## config.mk

```make
export PLATFORM = sky130hd
export DESIGN_NAME = indexed_list_store
export DESIGN_NICKNAME = d
export VERILOG_FILES = /design/src/ils_pkg.sv /design/src/ils_front.sv /design/src/ils_back.sv /design/src/indexed_list_store.sv
export SDC_FILE = /design/constraint.sdc
export NUM_CORES = 2
export LEC_CHECK = 0
export BUFFER_PORTS_ARGS = -buffer_cell sky130_fd_sc_hd__buf_2
export CAP_MARGIN = 20
export CORE_AREA = 3 3 360 397
export CTS_CLUSTER_DIAMETER = 80
export DETAILED_ROUTE_END_ITERATION = 16
export DIE_AREA = 0 0 363 400
export SKIP_LAST_GASP = 1
export SYNTH_ARGS = -nofsm -noshare
export SYNTH_HDL_FRONTEND = slang
export SYNTH_SLANG_ARGS = --single-unit
```

## constraint.sdc

```tcl
create_clock -name aclk -period 15.5 [get_ports aclk]
set_input_delay 1.55 -clock aclk [delete_from_list [all_inputs] [get_ports aclk]]
set_output_delay 1.55 -clock aclk [all_outputs]
set_load 0.005 [all_outputs]
```

## src/ils_pkg.sv

```systemverilog
// ----------------------------------------------------------------------------
// ils_pkg
// Shared types and codes for the indexed list store: channel payloads,
// operation and status codes, and the command passed from front to back.
// ----------------------------------------------------------------------------
`default_nettype none

package ils_pkg;

    localparam int DEPTH_DEF = 16;
    localparam int QDEPTH    = 2;

    // operation codes on the input channel
    localparam logic [2:0] OP_APPEND = 3'd0;
    localparam logic [2:0] OP_FRONT  = 3'd1;
    localparam logic [2:0] OP_INSERT = 3'd2;
    localparam logic [2:0] OP_DELETE = 3'd3;
    localparam logic [2:0] OP_DUMP   = 3'd4;

    // status codes on the result channel
    localparam logic [2:0] ST_DONE    = 3'd0;
    localparam logic [2:0] ST_RANGE   = 3'd1;
    localparam logic [2:0] ST_FULL    = 3'd2;
    localparam logic [2:0] ST_ELEMENT = 3'd3;
    localparam logic [2:0] ST_EMPTY   = 3'd4;

    typedef struct packed {
        logic [2:0]         op;
        logic [7:0]         position_in;
        logic signed [31:0] value_in;
    } ils_in_t;

    typedef struct packed {
        logic [2:0]         status;
        logic signed [31:0] element;
        logic [3:0]         element_position;
        logic               last;
        logic [4:0]         count_out;
    } ils_out_t;

    typedef enum logic [2:0] {
        CMD_APPEND,
        CMD_FRONT,
        CMD_INSERT,
        CMD_DELETE,
        CMD_DUMP
    } cmd_kind_t;

    typedef struct packed {
        cmd_kind_t          kind;
        logic [7:0]         pos;
        logic signed [31:0] value;
    } cmd_t;

    typedef enum logic [1:0] {
        CELL_HOLD,
        CELL_INSERT,
        CELL_DELETE,
        CELL_ROTATE
    } cell_op_t;

    typedef enum logic {
        BK_IDLE,
        BK_DUMP
    } back_state_t;

endpackage

`default_nettype wire

```

## src/ils_front.sv

```systemverilog
// ----------------------------------------------------------------------------
// ils_front
// Accepts input transactions, decodes the operation and queues the command
// for the back end. Unused operation codes are accepted and dropped.
// ----------------------------------------------------------------------------
`default_nettype none

module ils_front
    import ils_pkg::*;
(
    input  wire logic    aclk,
    input  wire logic    aresetn,
    input  wire logic    s_valid,
    output logic         s_ready,
    input  wire ils_in_t s_data,
    output logic         cmd_valid,
    input  wire logic    cmd_ready,
    output cmd_t         cmd
);

    localparam int QAW = (QDEPTH > 1) ? $clog2(QDEPTH) : 1;
    localparam int QCW = $clog2(QDEPTH + 1);

    cmd_t           q_mem [QDEPTH];
    logic [QAW-1:0] wr_ptr_reg, wr_ptr_next;
    logic [QAW-1:0] rd_ptr_reg, rd_ptr_next;
    logic [QCW-1:0] fill_reg, fill_next;

    cmd_t dec_cmd;
    logic dec_ok;
    logic push, pop;

    always_comb begin
        dec_ok        = 1'b1;
        dec_cmd.kind  = CMD_APPEND;
        dec_cmd.pos   = s_data.position_in;
        dec_cmd.value = s_data.value_in;
        unique case (s_data.op)
            OP_APPEND: dec_cmd.kind = CMD_APPEND;
            OP_FRONT:  dec_cmd.kind = CMD_FRONT;
            OP_INSERT: dec_cmd.kind = CMD_INSERT;
            OP_DELETE: dec_cmd.kind = CMD_DELETE;
            OP_DUMP:   dec_cmd.kind = CMD_DUMP;
            default:   dec_ok = 1'b0;
        endcase
    end

    assign s_ready   = (fill_reg != QCW'(QDEPTH));
    assign push      = s_valid && s_ready && dec_ok;
    assign pop       = cmd_valid && cmd_ready;
    assign cmd_valid = (fill_reg != '0);

    always_comb begin
        wr_ptr_next = wr_ptr_reg;
        rd_ptr_next = rd_ptr_reg;
        fill_next   = fill_reg;
        if (push) begin
            wr_ptr_next = (wr_ptr_reg == QAW'(QDEPTH - 1)) ? '0 : wr_ptr_reg + QAW'(1);
        end
        if (pop) begin
            rd_ptr_next = (rd_ptr_reg == QAW'(QDEPTH - 1)) ? '0 : rd_ptr_reg + QAW'(1);
        end
        if (push && !pop) begin
            fill_next = fill_reg + QCW'(1);
        end else if (pop && !push) begin
            fill_next = fill_reg - QCW'(1);
        end
    end

    always_ff @(posedge aclk) begin
        if (!aresetn) begin
            wr_ptr_reg <= '0;
            rd_ptr_reg <= '0;
            fill_reg   <= '0;
        end else begin
            wr_ptr_reg <= wr_ptr_next;
            rd_ptr_reg <= rd_ptr_next;
            fill_reg   <= fill_next;
        end
    end

    always_ff @(posedge aclk) begin
        if (push) begin
            q_mem[wr_ptr_reg] <= dec_cmd;
        end
    end

    assign cmd = q_mem[rd_ptr_reg];

endmodule

`default_nettype wire

```

## src/ils_back.sv

```systemverilog
// ----------------------------------------------------------------------------
// ils_back
// Executes queued commands on a row of shifting cells and drives the result
// register. Insert and delete each complete in one row update; dump rotates
// the row once per element so the front cell always holds the element to send.
// ----------------------------------------------------------------------------
`default_nettype none

module ils_back
    import ils_pkg::*;
#(
    parameter int DEPTH = DEPTH_DEF
) (
    input  wire logic                        aclk,
    input  wire logic                        aresetn,
    input  wire logic                        cmd_valid,
    output logic                             cmd_ready,
    input  wire cmd_t                        cmd,
    output logic                             m_valid,
    input  wire logic                        m_ready,
    output ils_out_t                         m_data,
    output logic [$clog2(DEPTH + 1)-1:0]     count
);

    localparam int CW   = $clog2(DEPTH + 1);
    localparam int CMPW = (CW > 8) ? CW : 8;

    logic signed [31:0] ent_reg  [DEPTH];
    logic signed [31:0] ent_next [DEPTH];

    back_state_t state_reg, state_next;
    logic [CW-1:0] count_reg, count_next;
    logic [CW-1:0] dump_reg, dump_next;
    ils_out_t      out_reg, out_next;
    logic          out_valid_reg, out_valid_next;

    cell_op_t        cell_op;
    logic [CMPW-1:0] tgt;
    logic [CMPW-1:0] cnt_x;
    logic            out_free;
    logic            is_full;
    logic            dump_last;

    assign cnt_x     = CMPW'(count_reg);
    assign out_free  = !out_valid_reg || m_ready;
    assign is_full   = (count_reg == CW'(DEPTH));
    assign dump_last = (CW'(dump_reg + CW'(1)) == count_reg);

    always_ff @(posedge aclk) begin
        if (!aresetn) begin
            state_reg     <= BK_IDLE;
            count_reg     <= '0;
            dump_reg      <= '0;
            out_valid_reg <= 1'b0;
        end else begin
            state_reg     <= state_next;
            count_reg     <= count_next;
            dump_reg      <= dump_next;
            out_valid_reg <= out_valid_next;
        end
    end

    always_ff @(posedge aclk) begin
        out_reg <= out_next;
    end

    always_comb begin
        state_next     = state_reg;
        count_next     = count_reg;
        dump_next      = dump_reg;
        out_next       = out_reg;
        out_valid_next = out_valid_reg && !m_ready;
        cell_op        = CELL_HOLD;
        tgt            = '0;
        cmd_ready      = 1'b0;

        unique case (state_reg)
            BK_IDLE: begin
                cmd_ready = out_free;
                if (cmd_valid && out_free) begin
                    out_valid_next            = 1'b1;
                    out_next.status           = ST_DONE;
                    out_next.element          = '0;
                    out_next.element_position = '0;
                    out_next.last             = 1'b1;
                    unique case (cmd.kind)
                        CMD_APPEND, CMD_FRONT: begin
                            if (is_full) begin
                                out_next.status = ST_FULL;
                            end else begin
                                cell_op    = CELL_INSERT;
                                tgt        = (cmd.kind == CMD_APPEND) ? cnt_x : '0;
                                count_next = count_reg + CW'(1);
                            end
                        end
                        CMD_INSERT: begin
                            if (CMPW'(cmd.pos) > cnt_x) begin
                                out_next.status = ST_RANGE;
                            end else if (is_full) begin
                                out_next.status = ST_FULL;
                            end else begin
                                cell_op    = CELL_INSERT;
                                tgt        = CMPW'(cmd.pos);
                                count_next = count_reg + CW'(1);
                            end
                        end
                        CMD_DELETE: begin
                            if (CMPW'(cmd.pos) >= cnt_x) begin
                                out_next.status = ST_RANGE;
                            end else begin
                                cell_op    = CELL_DELETE;
                                tgt        = CMPW'(cmd.pos);
                                count_next = count_reg - CW'(1);
                            end
                        end
                        CMD_DUMP: begin
                            if (count_reg == '0) begin
                                out_next.status = ST_EMPTY;
                            end else begin
                                out_next.status  = ST_ELEMENT;
                                out_next.element = ent_reg[0];
                                out_next.last    = (count_reg == CW'(1));
                                cell_op          = CELL_ROTATE;
                                if (count_reg != CW'(1)) begin
                                    state_next = BK_DUMP;
                                    dump_next  = CW'(1);
                                end
                            end
                        end
                        default: ;
                    endcase
                    out_next.count_out = 5'(count_next);
                end
            end
            BK_DUMP: begin
                if (out_free) begin
                    out_valid_next            = 1'b1;
                    out_next.status           = ST_ELEMENT;
                    out_next.element          = ent_reg[0];
                    out_next.element_position = 4'(dump_reg);
                    out_next.last             = dump_last;
                    out_next.count_out        = 5'(count_reg);
                    cell_op                   = CELL_ROTATE;
                    dump_next                 = CW'(dump_reg + CW'(1));
                    if (dump_last) begin
                        state_next = BK_IDLE;
                    end
                end
            end
            default: ;
        endcase
    end

    // one cell per list position; each looks only at its neighbors and cell 0
    for (genvar g = 0; g < DEPTH; g++) begin : g_cell
        logic signed [31:0] prev_val;
        logic signed [31:0] succ_val;
        logic [CMPW-1:0]    gi;
        logic [CMPW-1:0]    gi1;

        if (g > 0) begin : g_prev
            assign prev_val = ent_reg[g-1];
        end else begin : g_noprev
            assign prev_val = ent_reg[g];
        end
        if (g < DEPTH - 1) begin : g_succ
            assign succ_val = ent_reg[g+1];
        end else begin : g_nosucc
            assign succ_val = ent_reg[g];
        end

        assign gi  = CMPW'(g);
        assign gi1 = CMPW'(g + 1);

        always_comb begin
            ent_next[g] = ent_reg[g];
            unique case (cell_op)
                CELL_HOLD: ;
                CELL_INSERT: begin
                    if (gi == tgt) begin
                        ent_next[g] = cmd.value;
                    end else if (gi > tgt && gi <= cnt_x) begin
                        ent_next[g] = prev_val;
                    end
                end
                CELL_DELETE: begin
                    if (gi >= tgt && gi1 < cnt_x) begin
                        ent_next[g] = succ_val;
                    end
                end
                CELL_ROTATE: begin
                    // front element wraps to the back of the occupied range
                    if (gi1 < cnt_x) begin
                        ent_next[g] = succ_val;
                    end else if (gi1 == cnt_x) begin
                        ent_next[g] = ent_reg[0];
                    end
                end
                default: ;
            endcase
        end
    end

    always_ff @(posedge aclk) begin
        ent_reg <= ent_next;
    end

    assign m_valid = out_valid_reg;
    assign m_data  = out_reg;
    assign count   = count_reg;

endmodule

`default_nettype wire

```

## src/indexed_list_store.sv

```systemverilog
// ----------------------------------------------------------------------------
// indexed_list_store
// Bounded ordered list of signed 32-bit values with append, insert at front,
// insert at index, delete at index and dump.
// ----------------------------------------------------------------------------
// Usage:
//   s_valid/s_ready/s_data carry one operation per transaction. m_valid/
//   m_ready/m_data return results: one status result per operation, or one
//   element result per stored value for a dump (last set on the final one,
//   a single empty-status result for an empty list). Unused op codes are
//   accepted and produce nothing.
//   Each operation passes through the command queue and is then executed
//   from the queue head into the result register when the back end is free.
//   In the back end, insert and delete each complete in one update of the
//   shifting cell row; a dump rotates the row once per element sent and
//   takes no new command until it is done. A 2-entry command queue takes up
//   to two further operations while the back end works or waits.
//   Reset clears the list to empty and drops queued commands and results.
//   When m_ready is low the back end holds; the queue fills and s_ready falls.
// ----------------------------------------------------------------------------
`default_nettype none

module indexed_list_store
    import ils_pkg::*;
#(
    parameter int DEPTH = DEPTH_DEF
) (
    input  wire logic     aclk,
    input  wire logic     aresetn,
    input  wire logic     s_valid,
    output logic          s_ready,
    input  wire ils_in_t  s_data,
    output logic          m_valid,
    input  wire logic     m_ready,
    output ils_out_t      m_data
);

    localparam int CW = $clog2(DEPTH + 1);

    logic          cmd_valid;
    logic          cmd_ready;
    cmd_t          cmd;
    logic [CW-1:0] list_count;

    ils_front u_front (
        .aclk      (aclk),
        .aresetn   (aresetn),
        .s_valid   (s_valid),
        .s_ready   (s_ready),
        .s_data    (s_data),
        .cmd_valid (cmd_valid),
        .cmd_ready (cmd_ready),
        .cmd       (cmd)
    );

    ils_back #(
        .DEPTH (DEPTH)
    ) u_back (
        .aclk      (aclk),
        .aresetn   (aresetn),
        .cmd_valid (cmd_valid),
        .cmd_ready (cmd_ready),
        .cmd       (cmd),
        .m_valid   (m_valid),
        .m_ready   (m_ready),
        .m_data    (m_data),
        .count     (list_count)
    );

`ifndef SYNTHESIS
    a_count_bound: assert property (@(posedge aclk) disable iff (!aresetn)
        list_count <= CW'(DEPTH))
        else $error("list count exceeds capacity");

    a_status_last: assert property (@(posedge aclk) disable iff (!aresetn)
        m_valid && m_data.status != ST_ELEMENT |-> m_data.last)
        else $error("status result without last marker");

    a_dump_tail: assert property (@(posedge aclk) disable iff (!aresetn)
        m_valid && m_data.status == ST_ELEMENT && m_data.last |->
            m_data.element_position == 4'(m_data.count_out - 5'd1))
        else $error("last dumped element not at tail position");

    a_stall_hold: assert property (@(posedge aclk) disable iff (!aresetn)
        m_valid && !m_ready |=> $stable(list_count))
        else $error("list changed while result stalled");
`endif

endmodule

`default_nettype wire

```

==> parameters.txt <==
Parameter                              Value

Setup path
  Reg2reg setup slack    9.59 ns
  Category of the worst setup path capture point    flip-flop
  Reg2reg end    u_back.g_cell[12].succ_val[16]$_DFFE_PP_
  Gate family responsible for the most delay along the worst path    compound AO/OA/AOI/OAI gates
  Critical Path AT    6.17 ns
  Required time of the worst setup path    15.76 ns
  Largest driver fanout on the critical path    50
  Crit path max-delay cell type    sky130_fd_sc_hd__dfxtp_4
  Series of cell instances along the critical path    mux2_2, ha_1, nor2b_1, o21bai_1, a21o_1, a31oi_1, a221oi_1, nand3_4, a211oi_4, buf_4
  Count of buffering cells on the critical path with inverters included    1
  Depth of the worst register-to-register path    10
  Instance count on the critical path    10
  Crit path to    u_back.g_cell[12].succ_val[16]$_DFFE_PP_
  Type of origin of the critical path    flip-flop
  Startpoint-to-endpoint class of the critical path    reg -> reg
  Biggest cell delay along the critical path    0.96 ns

Yosys
  Yosys warnings    0
  Post-synth EDFFs    643
  Synthesized cell area    ~35000 sq um
  Most common cell in the synthesized netlist    sky130_fd_sc_hd__edfxtp_1
  Synth Net Count    roughly 3.2k
  Mean instance size in the synthesized netlist    ~11 sq um
  Synth cell count leaders    643 x sky130_fd_sc_hd__edfxtp_1, 457 x sky130_fd_sc_hd__nand2_1, 383 x sky130_fd_sc_hd__a22oi_1
  Largest area contributor in the netlist    sky130_fd_sc_hd__edfxtp_1
  Async S/R FF share, synth    0%
  Top area cells in the synthesized netlist    sky130_fd_sc_hd__edfxtp_1 56%, sky130_fd_sc_hd__a22oi_1 8.3%, sky130_fd_sc_hd__o211ai_1 6.2%, sky130_fd_sc_hd__nand2_1 4.9%, sky130_fd_sc_hd__mux2i_1 4.8%
  Synth cell types    76
  Primary flip-flop cell chosen by synthesis mapping    sky130_fd_sc_hd__edfxtp_1
  Area share of the largest cell type after synthesis    55.6%
  Register area share after synthesis    56.6%
  Number of flip-flops and latches in the synthesized netlist    660
  Number of standard cells after synthesis    3132

Layout
  Fill count    14.2k
  Growth of design area from synthesis to finish    13.5%
  Total Nets Final    3099
  Final instance count without filler cells    4912
  Max FFs per register    416
  Fraction of layout instances using a drive strength above 1    around 13%

Clock tree
  Total of hold buffers inserted after clock tree synthesis    0
  Clock tree from TritonCTS    yes
  Clock root buffer master    sky130_fd_sc_hd__clkbuf_16
  Clk_lat worst skew    0.64 ns
  TritonCTS Buffers    70
  Post-CTS setup buffer count    0
  Count of H-tree levels built during CTS    3
  Clock input transition at the sequential cells of the worst setup and hold paths    0.06 ns
  Number of sinks on the clock net    660
  Number of buffers between clock root and the deepest sink    3
  Count of instances resized after the clock tree is built    0

Floorplan
  FP Rows    roughly 140
  Initial core utilization    between 20% and 30%
  Area of the core    around 140000 sq um
  Die Outline Area    145000 sq um
  Die Width    363 um
  Die height    400 um
  I/O pin total    94

Drt
  Initial drt markers    between 3k and 4k
  Routed wirelength normalized by instance count    26.5 um
  Average via count per standard cell    5.80
  Metal3 WL    12200 um
  First-pass iteration count of the detailed router    7
  Total Routed Length    130000 um
  Total length of routed met2 wires    around 62000 um
  Uppermost routed layer    met5
  Post-route met1 wirelength    49400 um
  Remaining number of nets flagged by the antenna check after routing    0
  DRC violation count after routing    0
  Routed vias    28.5k

Placed design
  Detailed placer's ending HPWL    around 70000 um
  IO buf count    93
  Dpl cells    approximately 4.8k
  Placer's final routability congestion estimate    0.850
  Place WS    roughly 10 ns

GRT
  Number of antenna violations at the first check in global routing    12
  Total Routing Usage GR    17.2%
  Wire length of the first global-routing pass    186000 um
  Residual overflow from global routing    0
  Pin count of the biggest net entering global routing    156
  Via count of the first global-routing pass    27.7k

STA
  Highest achievable clock rate    between 150 and 200 MHz
  Final Hold Viols    0
  Relative slew slack    18.2%
  Clk_skew    0.0351 ns
  RSZ-0062 raised after global routing    no
  Total Neg Setup Slack    0 ns
  Worst setup slack after layout    9.59 ns
  Final critical-path share of the clock period    38.1%
  Worst-margin pin slew    approximately 1.2 ns
  Setup violation total in the final timing report    0
  Final critical delay including setup and external delays    5.91 ns
  Final Slew Violations    0

Worst hold path
  Hold/Removal Path Class    reg -> reg

Power
  Power density relative to cell area    between 150 and 200 nW/um^2
  Peak supply drop    approximately 94 uV
  Static Leak    12.3 nW

Run status
  Result of the run    completed

Run
  # Max-Cap Violations    0
## layout make-up
class	instances	area, sq um	share of cell area, %
multi-input combinational	2126	14200	36.0
clock buffer	88	1840	4.67
antenna	9	22.5	0.0572
tap	1812	2270	5.76
inverter	12	45.0	0.114
timing repair buffer	170	1060	2.68
sequential	660	19700	49.9
clock inverter	35	309	0.785
## logic make-up (layout without fill, tap and decap cells)
group,after synthesis,count (layout),synth area share [%]
compound gates,1009,1009,20.9
xor+xnor,9,9,0.227
fa+ha+maj,12,12,0.433
buf+inv,346,305,3.95
flops,660,660,56.6
mux,205,205,6.08
other cells,0,9,0
simple gates,891,891,11.8
## cell usage in the layout, fill, tap and decap left out, drive strengths merged, types with 10 or more instances in the layout
cell type / synthesis / final
edfxtp: 643 / 643
nand2: 457 / 457
a22oi: 383 / 383
o211ai: 287 / 287
nand3: 182 / 182
buf: 74 / 170
mux2i: 168 / 168
o21ai: 168 / 168
nor2: 97 / 97
clkbuf: 260 / 88
a221o: 66 / 66
a21oi: 48 / 48
nor2b: 38 / 38
mux2: 37 / 37
and3: 34 / 34
clkinv: 3 / 31
nor3: 24 / 24
dfxtp: 17 / 17
and2: 14 / 14
ha: 12 / 12
nor4: 12 / 12
inv: 9 / 10
## per-layer routing
| metal | GRT usage, % | vias to the layer above |
|---|---|---|
| met4 | 8.94 | 16 |
| met3 | 3.04 | 387 |
| met1 | 21.4 | 14142 |
| li1 | - | 12051 |
| met2 | 28.4 | 1900 |
| met5 | 0 | - |
## worst min-delay path by stage
stage               slack (ns)                          endpoint  depth (start not counted)                             start
finish                    0.51   u_back.dump_reg[1]$_SDFFE_PN0P_                          2   u_back.dump_reg[1]$_SDFFE_PN0P_
global route              0.54   u_back.dump_reg[1]$_SDFFE_PN0P_                          2   u_back.dump_reg[1]$_SDFFE_PN0P_
CTS                       0.51   u_back.dump_reg[1]$_SDFFE_PN0P_                          2   u_back.dump_reg[1]$_SDFFE_PN0P_
detailed placement        0.50   u_back.dump_reg[1]$_SDFFE_PN0P_                          2   u_back.dump_reg[1]$_SDFFE_PN0P_
global placement          0.48  u_front.fill_reg[1]$_SDFFE_PN0P_                          2  u_front.fill_reg[1]$_SDFFE_PN0P_
floorplan                 0.46   u_back.dump_reg[1]$_SDFFE_PN0P_                          2   u_back.dump_reg[1]$_SDFFE_PN0P_
## where the power goes
part           switching, mW  internal, mW  total [mW]
Combinational           1.28         0.544        1.82
Clock                  0.738         0.913        1.65
Sequential             0.326          2.63        2.96
## worst register-to-register path, cell delays in order (launching register included)
cell and delay, ns:
sky130_fd_sc_hd__dfxtp_4 0.96, sky130_fd_sc_hd__mux2_2 0.46, sky130_fd_sc_hd__ha_1 0.29, sky130_fd_sc_hd__nor2b_1 0.14, sky130_fd_sc_hd__o21bai_1 0.29, sky130_fd_sc_hd__a21o_1 0.37, sky130_fd_sc_hd__a31oi_1 0.32, sky130_fd_sc_hd__a221oi_1 0.83
sky130_fd_sc_hd__nand3_4 0.86, sky130_fd_sc_hd__a211oi_4 0.45, sky130_fd_sc_hd__buf_4 0.55
## stage by stage
step	power, mW	area (sq um)	utilization, %	hold WS [ns]
floorplan	3.99	34700	-	0.458
global placement	4.74	37200	26.8	0.485
detailed placement	4.78	37200	26.8	0.497
CTS	6.43	39400	28.4	0.505
global route	6.69	39400	28.4	0.535
finish	6.43	39400	28.4	0.505
No activity file was read; power rests on OpenSTA's default activity.
